`src/rtl/core/plpm_pkg.sv`:
```
// Package for the piecewise linear prefix minimum block.
// Holds the field width, queue depth, command kinds and back-end states.
// No dependencies.
package plpm_pkg;

  // Width of every coordinate field on the external channels.
  localparam int unsigned FieldWidth = 32;

  // Depth of the command queue between the front and the back end.
  localparam int unsigned CmdQueueDepth = 2;

  // What the back end has to do with one command.
  typedef enum logic {
    CMD_PASS,   // emit the incoming point alone
    CMD_CROSS   // compute the crossing, maybe emit it, then emit the point
  } cmd_kind_e;

  // Back-end sequencer states.
  typedef enum logic [3:0] {
    BK_IDLE,
    BK_MUL_A,
    BK_MUL_B,
    BK_ADD,
    BK_ABS,
    BK_DIV,
    BK_FIX,
    BK_EMIT_X,
    BK_EMIT_MAIN
  } back_state_e;

endpackage

```
`src/rtl/core/plpm_in_if.sv`:
```
// Input channel of the prefix minimum block: one breakpoint per beat.
// Depends on plpm_pkg for the field width.
interface plpm_in_if;
  logic                                    valid;
  logic                                    ready;
  logic signed [plpm_pkg::FieldWidth-1:0]  point_pos;
  logic signed [plpm_pkg::FieldWidth-1:0]  point_value;
  logic                                    start_new;

  modport source (output valid, output point_pos, output point_value, output start_new,
                  input ready);
  modport sink (input valid, input point_pos, input point_value, input start_new,
                output ready);
endinterface

```
`src/rtl/core/plpm_out_if.sv`:
```
// Output channel of the prefix minimum block: one result breakpoint per beat.
// Depends on plpm_pkg for the field width.
interface plpm_out_if;
  logic                                    valid;
  logic                                    ready;
  logic signed [plpm_pkg::FieldWidth-1:0]  out_pos;
  logic signed [plpm_pkg::FieldWidth-1:0]  out_value;
  logic                                    run_last;

  modport source (output valid, output out_pos, output out_value, output run_last,
                  input ready);
  modport sink (input valid, input out_pos, input out_value, input run_last,
                output ready);
endinterface

```
`src/rtl/core/plpm_front.sv`:
```
// Front end: accepts breakpoints, tracks the running minimum and queues commands.
// Depends on plpm_pkg and plpm_in_if.
module plpm_front #(
  parameter int unsigned CoordW = 32,
  localparam int unsigned CmdW  = 8 * CoordW + 4
) (
  input  logic            clk_i,
  input  logic            rst_ni,
  plpm_in_if.sink         pt_i,
  output logic            cmd_valid_o,
  input  logic            cmd_ready_i,
  output logic [CmdW-1:0] cmd_o
);
  import plpm_pkg::*;

  typedef struct packed {
    cmd_kind_e                kind;
    logic signed [CoordW-1:0] pos;
    logic signed [CoordW-1:0] value;
    logic signed [CoordW-1:0] prev_pos;
    logic signed [CoordW-1:0] min_value;
    logic signed [CoordW-1:0] last_pos;
    logic signed [CoordW:0]   dvm;
    logic signed [CoordW:0]   dmp;
    logic signed [CoordW:0]   den;
  } cmd_t;

  logic                     have_q, have_d;
  logic signed [CoordW-1:0] prev_pos_q, prev_pos_d;
  logic signed [CoordW-1:0] prev_val_q, prev_val_d;
  logic signed [CoordW-1:0] last_pos_q, last_pos_d;
  logic signed [CoordW-1:0] last_val_q, last_val_d;

  logic signed [CoordW-1:0] p, v;
  logic signed [CoordW:0]   dvm, dmp, den;
  logic                     is_start, is_lower, do_cross, accept;
  cmd_t                     cmd;

  assign p = pt_i.point_pos[CoordW-1:0];
  assign v = pt_i.point_value[CoordW-1:0];

  assign is_start = pt_i.start_new || !have_q;
  assign is_lower = v < last_val_q;

  assign dvm = {v[CoordW-1], v} - {last_val_q[CoordW-1], last_val_q};
  assign dmp = {last_val_q[CoordW-1], last_val_q} - {prev_val_q[CoordW-1], prev_val_q};
  assign den = {v[CoordW-1], v} - {prev_val_q[CoordW-1], prev_val_q};

  // A crossing is only possible when the last output did not come from the previous point.
  assign do_cross = (prev_pos_q != last_pos_q) && (den != '0);

  always_comb begin
    cmd.kind      = (!is_start && do_cross) ? CMD_CROSS : CMD_PASS;
    cmd.pos       = p;
    cmd.value     = v;
    cmd.prev_pos  = prev_pos_q;
    cmd.min_value = last_val_q;
    cmd.last_pos  = last_pos_q;
    cmd.dvm       = dvm;
    cmd.dmp       = dmp;
    cmd.den       = den;
  end

  assign cmd_o       = cmd;
  assign cmd_valid_o = pt_i.valid && (is_start || is_lower);
  assign pt_i.ready  = cmd_ready_i;
  assign accept      = pt_i.valid && cmd_ready_i;

  always_comb begin
    have_d     = have_q;
    prev_pos_d = prev_pos_q;
    prev_val_d = prev_val_q;
    last_pos_d = last_pos_q;
    last_val_d = last_val_q;
    if (accept) begin
      have_d     = 1'b1;
      prev_pos_d = p;
      prev_val_d = v;
      if (is_start || is_lower) begin
        last_pos_d = p;
        last_val_d = v;
      end
    end
  end

  always_ff @(posedge clk_i or negedge rst_ni) begin
    if (!rst_ni) begin
      have_q     <= 1'b0;
      prev_pos_q <= '0;
      prev_val_q <= '0;
      last_pos_q <= '0;
      last_val_q <= '0;
    end else begin
      have_q     <= have_d;
      prev_pos_q <= prev_pos_d;
      prev_val_q <= prev_val_d;
      last_pos_q <= last_pos_d;
      last_val_q <= last_val_d;
    end
  end

endmodule

```
`src/rtl/core/plpm_fifo.sv`:
```
// Small register queue with valid/ready on both sides.
// Depends on plpm_pkg only for the house import.
module plpm_fifo #(
  parameter int unsigned Width = 8,
  parameter int unsigned Depth = 2
) (
  input  logic             clk_i,
  input  logic             rst_ni,
  input  logic             in_valid_i,
  output logic             in_ready_o,
  input  logic [Width-1:0] in_data_i,
  output logic             out_valid_o,
  input  logic             out_ready_i,
  output logic [Width-1:0] out_data_o
);
  import plpm_pkg::*;

  localparam int unsigned IdxW = (Depth > 1) ? $clog2(Depth) : 1;
  localparam int unsigned CntW = $clog2(Depth + 1);
  localparam logic [IdxW-1:0] LastIdx = IdxW'(Depth - 1);

  logic [Width-1:0] mem_q [Depth];
  logic [IdxW-1:0]  wptr_q, wptr_d, rptr_q, rptr_d;
  logic [CntW-1:0]  cnt_q, cnt_d;
  logic             push, pop;

  assign in_ready_o  = cnt_q != CntW'(Depth);
  assign out_valid_o = cnt_q != '0;
  assign out_data_o  = mem_q[rptr_q];
  assign push        = in_valid_i && in_ready_o;
  assign pop         = out_valid_o && out_ready_i;

  always_comb begin
    wptr_d = wptr_q;
    rptr_d = rptr_q;
    cnt_d  = cnt_q;
    if (push) begin
      wptr_d = (wptr_q == LastIdx) ? '0 : wptr_q + 1'b1;
    end
    if (pop) begin
      rptr_d = (rptr_q == LastIdx) ? '0 : rptr_q + 1'b1;
    end
    if (push && !pop) begin
      cnt_d = cnt_q + 1'b1;
    end else if (pop && !push) begin
      cnt_d = cnt_q - 1'b1;
    end
  end

  always_ff @(posedge clk_i or negedge rst_ni) begin
    if (!rst_ni) begin
      wptr_q <= '0;
      rptr_q <= '0;
      cnt_q  <= '0;
    end else begin
      wptr_q <= wptr_d;
      rptr_q <= rptr_d;
      cnt_q  <= cnt_d;
    end
  end

  always_ff @(posedge clk_i) begin
    if (push) begin
      mem_q[wptr_q] <= in_data_i;
    end
  end

endmodule

```
`src/rtl/core/plpm_back.sv`:
```
// Back end: computes the crossing with a shared multiplier and a radix-4
// divider, then drives the output register. Depends on plpm_pkg and plpm_out_if.
module plpm_back #(
  parameter int unsigned CoordW = 32,
  localparam int unsigned CmdW  = 8 * CoordW + 4
) (
  input  logic            clk_i,
  input  logic            rst_ni,
  input  logic            cmd_valid_i,
  output logic            cmd_ready_o,
  input  logic [CmdW-1:0] cmd_i,
  plpm_out_if.source      res_o
);
  import plpm_pkg::*;

  typedef struct packed {
    cmd_kind_e                kind;
    logic signed [CoordW-1:0] pos;
    logic signed [CoordW-1:0] value;
    logic signed [CoordW-1:0] prev_pos;
    logic signed [CoordW-1:0] min_value;
    logic signed [CoordW-1:0] last_pos;
    logic signed [CoordW:0]   dvm;
    logic signed [CoordW:0]   dmp;
    logic signed [CoordW:0]   den;
  } cmd_t;

  // The numerator needs 2W+2 bits; the divider retires two of them per step.
  localparam int unsigned NumW  = 2 * CoordW + 2;
  localparam int unsigned CntW  = $clog2(CoordW + 1);
  localparam logic [CntW-1:0] LastStep = CntW'(CoordW);

  back_state_e              state_q, state_d;
  cmd_t                     cmd_in;
  cmd_t                     cmd_q;
  logic signed [NumW-1:0]   prod_q, acc_q, num_q;
  logic signed [NumW-1:0]   mul_res;
  logic signed [CoordW:0]   mul_a, mul_b;
  logic [NumW-1:0]          nmag_q;
  logic [CoordW-1:0]        rem_q, ud_q, quo_q;
  logic [CntW-1:0]          cnt_q;
  logic                     neg_q;

  logic [CoordW:0]          t1, t2, r1, r2;
  logic                     ge1, ge2;

  logic                     out_valid_q;
  logic signed [CoordW-1:0] out_pos_q, out_val_q;
  logic                     out_last_q;

  logic                     out_free, emit_x, out_load, out_is_x;

  assign cmd_in   = cmd_i;
  assign out_free = !out_valid_q || res_o.ready;
  assign emit_x   = (quo_q != cmd_q.last_pos) && (quo_q != cmd_q.pos);

  // Next-state logic.
  always_comb begin
    state_d = state_q;
    case (state_q)
      BK_IDLE: begin
        if (cmd_valid_i) begin
          state_d = (cmd_in.kind == CMD_CROSS) ? BK_MUL_A : BK_EMIT_MAIN;
        end
      end
      BK_MUL_A: state_d = BK_MUL_B;
      BK_MUL_B: state_d = BK_ADD;
      BK_ADD:   state_d = BK_ABS;
      BK_ABS:   state_d = BK_DIV;
      BK_DIV: begin
        if (cnt_q == LastStep) begin
          state_d = BK_FIX;
        end
      end
      BK_FIX:   state_d = BK_EMIT_X;
      BK_EMIT_X: begin
        if (!emit_x || out_free) begin
          state_d = BK_EMIT_MAIN;
        end
      end
      BK_EMIT_MAIN: begin
        if (out_free) begin
          state_d = BK_IDLE;
        end
      end
      default: state_d = BK_IDLE;
    endcase
  end

  // Output decode of the sequencer.
  always_comb begin
    cmd_ready_o = 1'b0;
    out_load    = 1'b0;
    out_is_x    = 1'b0;
    case (state_q)
      BK_IDLE: cmd_ready_o = 1'b1;
      BK_EMIT_X: begin
        out_load = emit_x && out_free;
        out_is_x = 1'b1;
      end
      BK_EMIT_MAIN: out_load = out_free;
      default: begin
        cmd_ready_o = 1'b0;
      end
    endcase
  end

  always_ff @(posedge clk_i or negedge rst_ni) begin
    if (!rst_ni) begin
      state_q <= BK_IDLE;
    end else begin
      state_q <= state_d;
    end
  end

  // One shared multiplier, used for the two numerator products in turn.
  assign mul_a   = (state_q == BK_MUL_A) ? {cmd_q.prev_pos[CoordW-1], cmd_q.prev_pos}
                                         : {cmd_q.pos[CoordW-1], cmd_q.pos};
  assign mul_b   = (state_q == BK_MUL_A) ? cmd_q.dvm : cmd_q.dmp;
  assign mul_res = mul_a * mul_b;

  // Two restoring division steps per cycle.
  assign t1  = {rem_q, nmag_q[NumW-1]};
  assign ge1 = t1 >= {1'b0, ud_q};
  assign r1  = ge1 ? t1 - {1'b0, ud_q} : t1;
  assign t2  = {r1[CoordW-1:0], nmag_q[NumW-2]};
  assign ge2 = t2 >= {1'b0, ud_q};
  assign r2  = ge2 ? t2 - {1'b0, ud_q} : t2;

  always_ff @(posedge clk_i) begin
    case (state_q)
      BK_IDLE: begin
        if (cmd_valid_i) begin
          cmd_q <= cmd_in;
        end
      end
      BK_MUL_A: prod_q <= mul_res;
      BK_MUL_B: begin
        acc_q  <= prod_q;
        prod_q <= mul_res;
      end
      BK_ADD: num_q <= acc_q + prod_q;
      BK_ABS: begin
        nmag_q <= num_q[NumW-1] ? NumW'(-num_q) : NumW'(num_q);
        neg_q  <= num_q[NumW-1] ^ cmd_q.den[CoordW];
        ud_q   <= cmd_q.den[CoordW] ? CoordW'(-cmd_q.den) : cmd_q.den[CoordW-1:0];
        rem_q  <= '0;
        quo_q  <= '0;
        cnt_q  <= '0;
      end
      BK_DIV: begin
        rem_q  <= r2[CoordW-1:0];
        nmag_q <= nmag_q << 2;
        quo_q  <= {quo_q[CoordW-3:0], ge1, ge2};
        cnt_q  <= cnt_q + 1'b1;
      end
      BK_FIX: begin
        if (neg_q) begin
          quo_q <= -quo_q;
        end
      end
      default: begin
        cnt_q <= cnt_q;
      end
    endcase
  end

  // Output register: the next result is written while the current one is taken.
  always_ff @(posedge clk_i or negedge rst_ni) begin
    if (!rst_ni) begin
      out_valid_q <= 1'b0;
    end else if (out_load) begin
      out_valid_q <= 1'b1;
    end else if (res_o.ready) begin
      out_valid_q <= 1'b0;
    end
  end

  always_ff @(posedge clk_i) begin
    if (out_load) begin
      out_pos_q  <= out_is_x ? quo_q : cmd_q.pos;
      out_val_q  <= out_is_x ? cmd_q.min_value : cmd_q.value;
      out_last_q <= !out_is_x;
    end
  end

  assign res_o.valid     = out_valid_q;
  assign res_o.out_pos   = FieldWidth'(out_pos_q);
  assign res_o.out_value = FieldWidth'(out_val_q);
  assign res_o.run_last  = out_last_q;

`ifndef NO_ASSERTIONS
  a_div_nonzero: assert property (@(posedge clk_i) disable iff (!rst_ni)
    (state_q == BK_DIV) |-> (ud_q != '0))
    else $error("divider running with a zero divisor");

  a_cross_then_point: assert property (@(posedge clk_i) disable iff (!rst_ni)
    (state_q == BK_EMIT_X && out_load) |=> (state_q == BK_EMIT_MAIN))
    else $error("crossing result not followed by its point");

  a_fix_after_div: assert property (@(posedge clk_i) disable iff (!rst_ni)
    (state_q == BK_FIX) |-> ($past(state_q) == BK_DIV && $past(cnt_q) == LastStep))
    else $error("quotient fixed before the division finished");
`endif

endmodule

```
`src/rtl/core/piecewise_linear_prefix_minimum_top.sv`:
```
// Top level of the piecewise linear prefix minimum block.
// Depends on plpm_pkg, plpm_in_if, plpm_out_if, plpm_front, plpm_fifo, plpm_back.
//
//   Channel   Direction  Beat payload
//   pt_i      in         point_pos, point_value, start_new
//   res_o     out        out_pos, out_value, run_last
//
// A point that emits nothing is taken by the front end and sends no command. A point
// that is emitted alone passes the back end through BK_EMIT_MAIN only. A point that
// needs the crossing goes through the two multiply steps, add, absolute value, the
// radix-4 divider retiring the 2*COORD_WIDTH+2 bit numerator, sign fix and the emits.
// Reset is asynchronous and active low; it clears the running minimum and queues.
// A stalled output holds its beat in the output register; the front end keeps
// accepting points until the two-entry command queue is full.
module piecewise_linear_prefix_minimum_top #(
  parameter int unsigned COORD_WIDTH = 32
) (
  input logic        clk_i,
  input logic        rst_ni,
  plpm_in_if.sink    pt_i,
  plpm_out_if.source res_o
);
  import plpm_pkg::*;

  localparam int unsigned CmdW = 8 * COORD_WIDTH + 4;

  // Commands from the front end into the queue.
  logic            fq_valid, fq_ready;
  logic [CmdW-1:0] fq_data;

  // Commands from the queue into the back end.
  logic            qb_valid, qb_ready;
  logic [CmdW-1:0] qb_data;

  // The front end owns the running minimum; it decides for each point whether
  // anything is emitted and whether the back end must work out a crossing.
  plpm_front #(
    .CoordW (COORD_WIDTH)
  ) u_front (
    .clk_i       (clk_i),
    .rst_ni      (rst_ni),
    .pt_i        (pt_i),
    .cmd_valid_o (fq_valid),
    .cmd_ready_i (fq_ready),
    .cmd_o       (fq_data)
  );

  // The queue lets the front end run ahead while a division is in progress.
  plpm_fifo #(
    .Width (CmdW),
    .Depth (CmdQueueDepth)
  ) u_fifo (
    .clk_i       (clk_i),
    .rst_ni      (rst_ni),
    .in_valid_i  (fq_valid),
    .in_ready_o  (fq_ready),
    .in_data_i   (fq_data),
    .out_valid_o (qb_valid),
    .out_ready_i (qb_ready),
    .out_data_o  (qb_data)
  );

  // The back end performs the arithmetic and produces one or two result beats.
  plpm_back #(
    .CoordW (COORD_WIDTH)
  ) u_back (
    .clk_i       (clk_i),
    .rst_ni      (rst_ni),
    .cmd_valid_i (qb_valid),
    .cmd_ready_o (qb_ready),
    .cmd_i       (qb_data),
    .res_o       (res_o)
  );

endmodule

```
`src/flat_wrapper.sv`:
```
// flat-port wrapper written by rule: the top's interface ports become plain ports
module piecewise_linear_prefix_minimum_top_flat import plpm_pkg::*;
#(
  parameter int unsigned COORD_WIDTH = 32
)
  (clk_i, rst_ni, pt_i_valid, pt_i_point_pos, pt_i_point_value, pt_i_start_new, pt_i_ready, res_o_valid, res_o_out_pos, res_o_out_value, res_o_run_last, res_o_ready);
  plpm_in_if pt_i_i ();
  plpm_out_if res_o_i ();
  input logic clk_i;
  input logic rst_ni;
  input wire logic [$bits(pt_i_i.valid)-1:0] pt_i_valid;
  input wire logic [$bits(pt_i_i.point_pos)-1:0] pt_i_point_pos;
  input wire logic [$bits(pt_i_i.point_value)-1:0] pt_i_point_value;
  input wire logic [$bits(pt_i_i.start_new)-1:0] pt_i_start_new;
  output wire logic [$bits(pt_i_i.ready)-1:0] pt_i_ready;
  output wire logic [$bits(res_o_i.valid)-1:0] res_o_valid;
  output wire logic [$bits(res_o_i.out_pos)-1:0] res_o_out_pos;
  output wire logic [$bits(res_o_i.out_value)-1:0] res_o_out_value;
  output wire logic [$bits(res_o_i.run_last)-1:0] res_o_run_last;
  input wire logic [$bits(res_o_i.ready)-1:0] res_o_ready;
  assign pt_i_i.valid = pt_i_valid;
  assign pt_i_i.point_pos = pt_i_point_pos;
  assign pt_i_i.point_value = pt_i_point_value;
  assign pt_i_i.start_new = pt_i_start_new;
  assign pt_i_ready = pt_i_i.ready;
  assign res_o_valid = res_o_i.valid;
  assign res_o_out_pos = res_o_i.out_pos;
  assign res_o_out_value = res_o_i.out_value;
  assign res_o_run_last = res_o_i.run_last;
  assign res_o_i.ready = res_o_ready;
  piecewise_linear_prefix_minimum_top #(.COORD_WIDTH(COORD_WIDTH)) u_core (.clk_i(clk_i), .rst_ni(rst_ni), .pt_i(pt_i_i), .res_o(res_o_i));
endmodule
```
`config.mk`:
```
export PLATFORM = sky130hd
export DESIGN_NAME = piecewise_linear_prefix_minimum_top_flat
export DESIGN_NICKNAME = d
export VERILOG_FILES = /design/src/rtl/core/plpm_pkg.sv /design/src/rtl/core/plpm_in_if.sv /design/src/rtl/core/plpm_out_if.sv /design/src/rtl/core/plpm_front.sv /design/src/rtl/core/plpm_fifo.sv /design/src/rtl/core/plpm_back.sv /design/src/rtl/core/piecewise_linear_prefix_minimum_top.sv /design/src/flat_wrapper.sv
export SDC_FILE = /design/constraint.sdc
export NUM_CORES = 2
export LEC_CHECK = 0
export BUFFER_PORTS_ARGS = -buffer_cell sky130_fd_sc_hd__buf_4
export CAP_MARGIN = 25
export CORE_UTILIZATION = 40
export CTS_CLUSTER_DIAMETER = 100
export DETAILED_ROUTE_END_ITERATION = 8
export GPL_TIMING_DRIVEN = 0
export REMOVE_ABC_BUFFERS = 1
export SLEW_MARGIN = 20
export SYNTH_ARGS = -nofsm -noshare
export SYNTH_HDL_FRONTEND = slang
export SYNTH_SLANG_ARGS = --single-unit
```
`constraint.sdc`:
```
create_clock -name clk_i -period 14.8 [get_ports clk_i]
set_input_delay 1.48 -clock clk_i [delete_from_list [all_inputs] [get_ports clk_i]]
set_output_delay 1.48 -clock clk_i [all_outputs]
set_load 0.01 [all_outputs]
```
==> results.ini <==
[detailed_routing]
drt-total-wl_um = 271400
drt-pass1-iter-count = 6
wl_per_cell_um = 22.02
vias = 66000
initialDrtViolationCount = 5011
avgViaCountPerCell = 5.356
drc = 0
postRouteAntennaNets = 0

[place]
gp_routability_congestion = 0.9386
io_buffers = 135
place_hpwl_um = 208500

[global_route]
grt_pass1_wl_um = 414400
grt_pass1_vias = 68720
grt_remaining_overflow = 0
grt_max_degree = 82
track_usage_pct = 21.25
antenna_found_initial = 2

[cells_and_area]
final_layout_size_suffix_gt1_share_pct = 12.84
postLayoutCoreUtil_pct = 45.47
syn2layout_area_growth_pct = 12.64
nets = 10520

[clocking]
cts_buffers = 140
numClockSinks = 1349
clk_latency_ps = 810
root_buffer = clkbuf_16
htree_levels = 4
tritoncts = yes
post_cts_buffers = 0
hold_buffers = 0
clockBufferDepth = 3
ctsResizeCount = 0
clk_pin_slew_ps = 60

[setup_path]
max_stage_delay_ps = 970
crit_fanout = 32
crit_required_ps = 15340
crit_family = adder cells
startpoint_type = flop
cp-end-kind = flop
crit_buf_inv = 13
crit_top_cell = buf_4
path_class = flop to flop
critical_path.slowest_cell = a2111oi_1
rrSetupSlack_ps = 1790
worst_ep_arrival_time_ps = 13550

[synthesis]
synth_edf_count = 1211
postSynthCellCount = 8767
ys_ff_latch = 1349
netlist_top_cells_area = edfxtp_1, fa_1, mux2_2, ha_1, inv_1
ys_seq_area_share_pct = 39.52
synth_area_um2 = 100800
yosysTopAreaCell = edfxtp_1
ys_types = 78
synth-async-reset-ratio_pct = 10.23
avgSynthCellArea_um2 = 11.49
synth_ff_type = edfxtp_1
yosysWarnings = 0
yosysTopAreaCellShare_pct = 36.09

[timing]
post-route-period-util_pct = 87.91
maxSlewHeadroom_pct = 27.82
period_minus_slack_ps = 13010
rsz0062_at_grt = false
worst_pin_slew_ps = 1083
final_max_slew_viol_count = 0
finClkSkew_ps = 67.12
finalSetupViolations = 0
max_freq_mhz = 76.86
final_hold_viol_count = 0

[floorplanning]
io_pins = 136
die_y_um = 503.9
core_um2 = 249600
rows = 183
die_x_um = 503.9
die-area_um2 = 253900
start_util_pct = 40.37

[flow_run]
maxCapViolations = 0

[outcome]
outcome = complete, no violations

[hold_path]
min_path_type = flop to flop

[metal layers]
metal	GRT usage [%]	vias up	wire length (um)
met5	0	-	0
met4	8.223	0	11070
met3	4.523	505	21630
met2	34.01	2445	124200
met1	28.20	33500	114400
li1	-	29550	-
[path summary, 6_finish.rpt]
path,cells after the start,from,end
setup reg to reg,34,u_core.u_back.state_q[1]$_DFFE_PN0P_,u_core.u_back.prod_q[59]$_DFFE_PP_
hold reg to reg,0,u_core.u_back.prod_q[33]$_DFFE_PP_,u_core.u_back.acc_q[33]$_DFFE_PP_
setup / recovery,34,u_core.u_back.state_q[1]$_DFFE_PN0P_,u_core.u_back.prod_q[59]$_DFFE_PP_
hold / removal,0,u_core.u_back.prod_q[33]$_DFFE_PP_,u_core.u_back.acc_q[33]$_DFFE_PP_
min in group asynchronous,1,rst_ni,u_core.u_front.prev_pos_q[28]$_DFFE_PN0P_
max in group asynchronous,2,rst_ni,u_core.u_front.prev_val_q[2]$_DFFE_PN0P_
[cell type report]
type                            instances  area, um2
Fill cell                           22730     136100
Clock inverter                         77       1001
Sequential cell                      1349      39820
Clock buffer                          185       3855
Tap cell                             3330       4167
Antenna cell                            2      5.005
Multi-Input combinational cell       5848      55840
Inverter                             1228       4617
Timing Repair Buffer                  303       4182
[Yosys cell counts (204+ instances only)]
library cell and count:
nor2_1 755, nand2_1 816, inv_1 1228, a21oi_1 304
fa_1 1129, o21ai_0 302, ha_1 448, xnor2_1 276
edfxtp_1 1211, clkbuf_1 305, mux2_2 505, xor2_1 204
[logic make-up (layout without fill, tap and decap cells)]
family	count (synthesis)	after routing	synth area share, %
simple gates	2086	2086	9.060
fa+ha+maj	1577	1577	27.99
buf+inv	1570	1793	5.869
flops	1349	1349	39.52
compound gates	1129	1129	7.036
mux	576	576	6.349
xor+xnor	480	480	4.172
other cells	0	2	0
[through the flow]
stage                     TNS (ps)  instance area, um2  worst slack [ps]  hold WS [ps]  cells
final                            0              113500              1789         431.1  12320
after global routing             0              113500              1222         436.4  12320
after CTS                        0              113500              1902         413.2  12320
after detailed placement         0              108600              1902         450.8  12060
after global placement    -8067590              104600            -22450         441.1  11890
after floorplan           -1407950               99450             -7360         425.8   8425
[state kept, by name, indices dropped and copies added, names as in the netlist, 66 cells and up]
signal / flops
u_core.u_back.cmd_q: 259
u_core.u_fifo.mem_q: 520
u_core.u_back.prod_q: 66
u_core.u_back.acc_q: 66
u_core.u_back.nmag_q: 66
u_core.u_back.num_q: 66
[cell usage in the layout (no fill, tap or decap), drive strengths merged, types with 38 or more instances in the layout]
cell,Yosys,layout
buf,37,303
nor2b,51,51
ha,448,448
dfrtp,138,138
xor2,204,204
inv,1228,1238
nor3,57,57
nand3,68,68
a21o,146,146
fa,1129,1129
o21bai,42,42
nand2b,44,44
a31oi,38,38
nand2,816,816
o21a,50,50
edfxtp,1211,1211
nand4,68,68
mux2i,71,71
nor2,755,755
a21oi,304,304
mux2,505,505
o31ai,44,44
clkinv,0,47
xnor2,276,276
o21ai,307,307
clkbuf,305,185
Power is left out: the tool's default activity adds up to more than one toggle a clock period on the data nets, which glitch-free logic cannot reach.
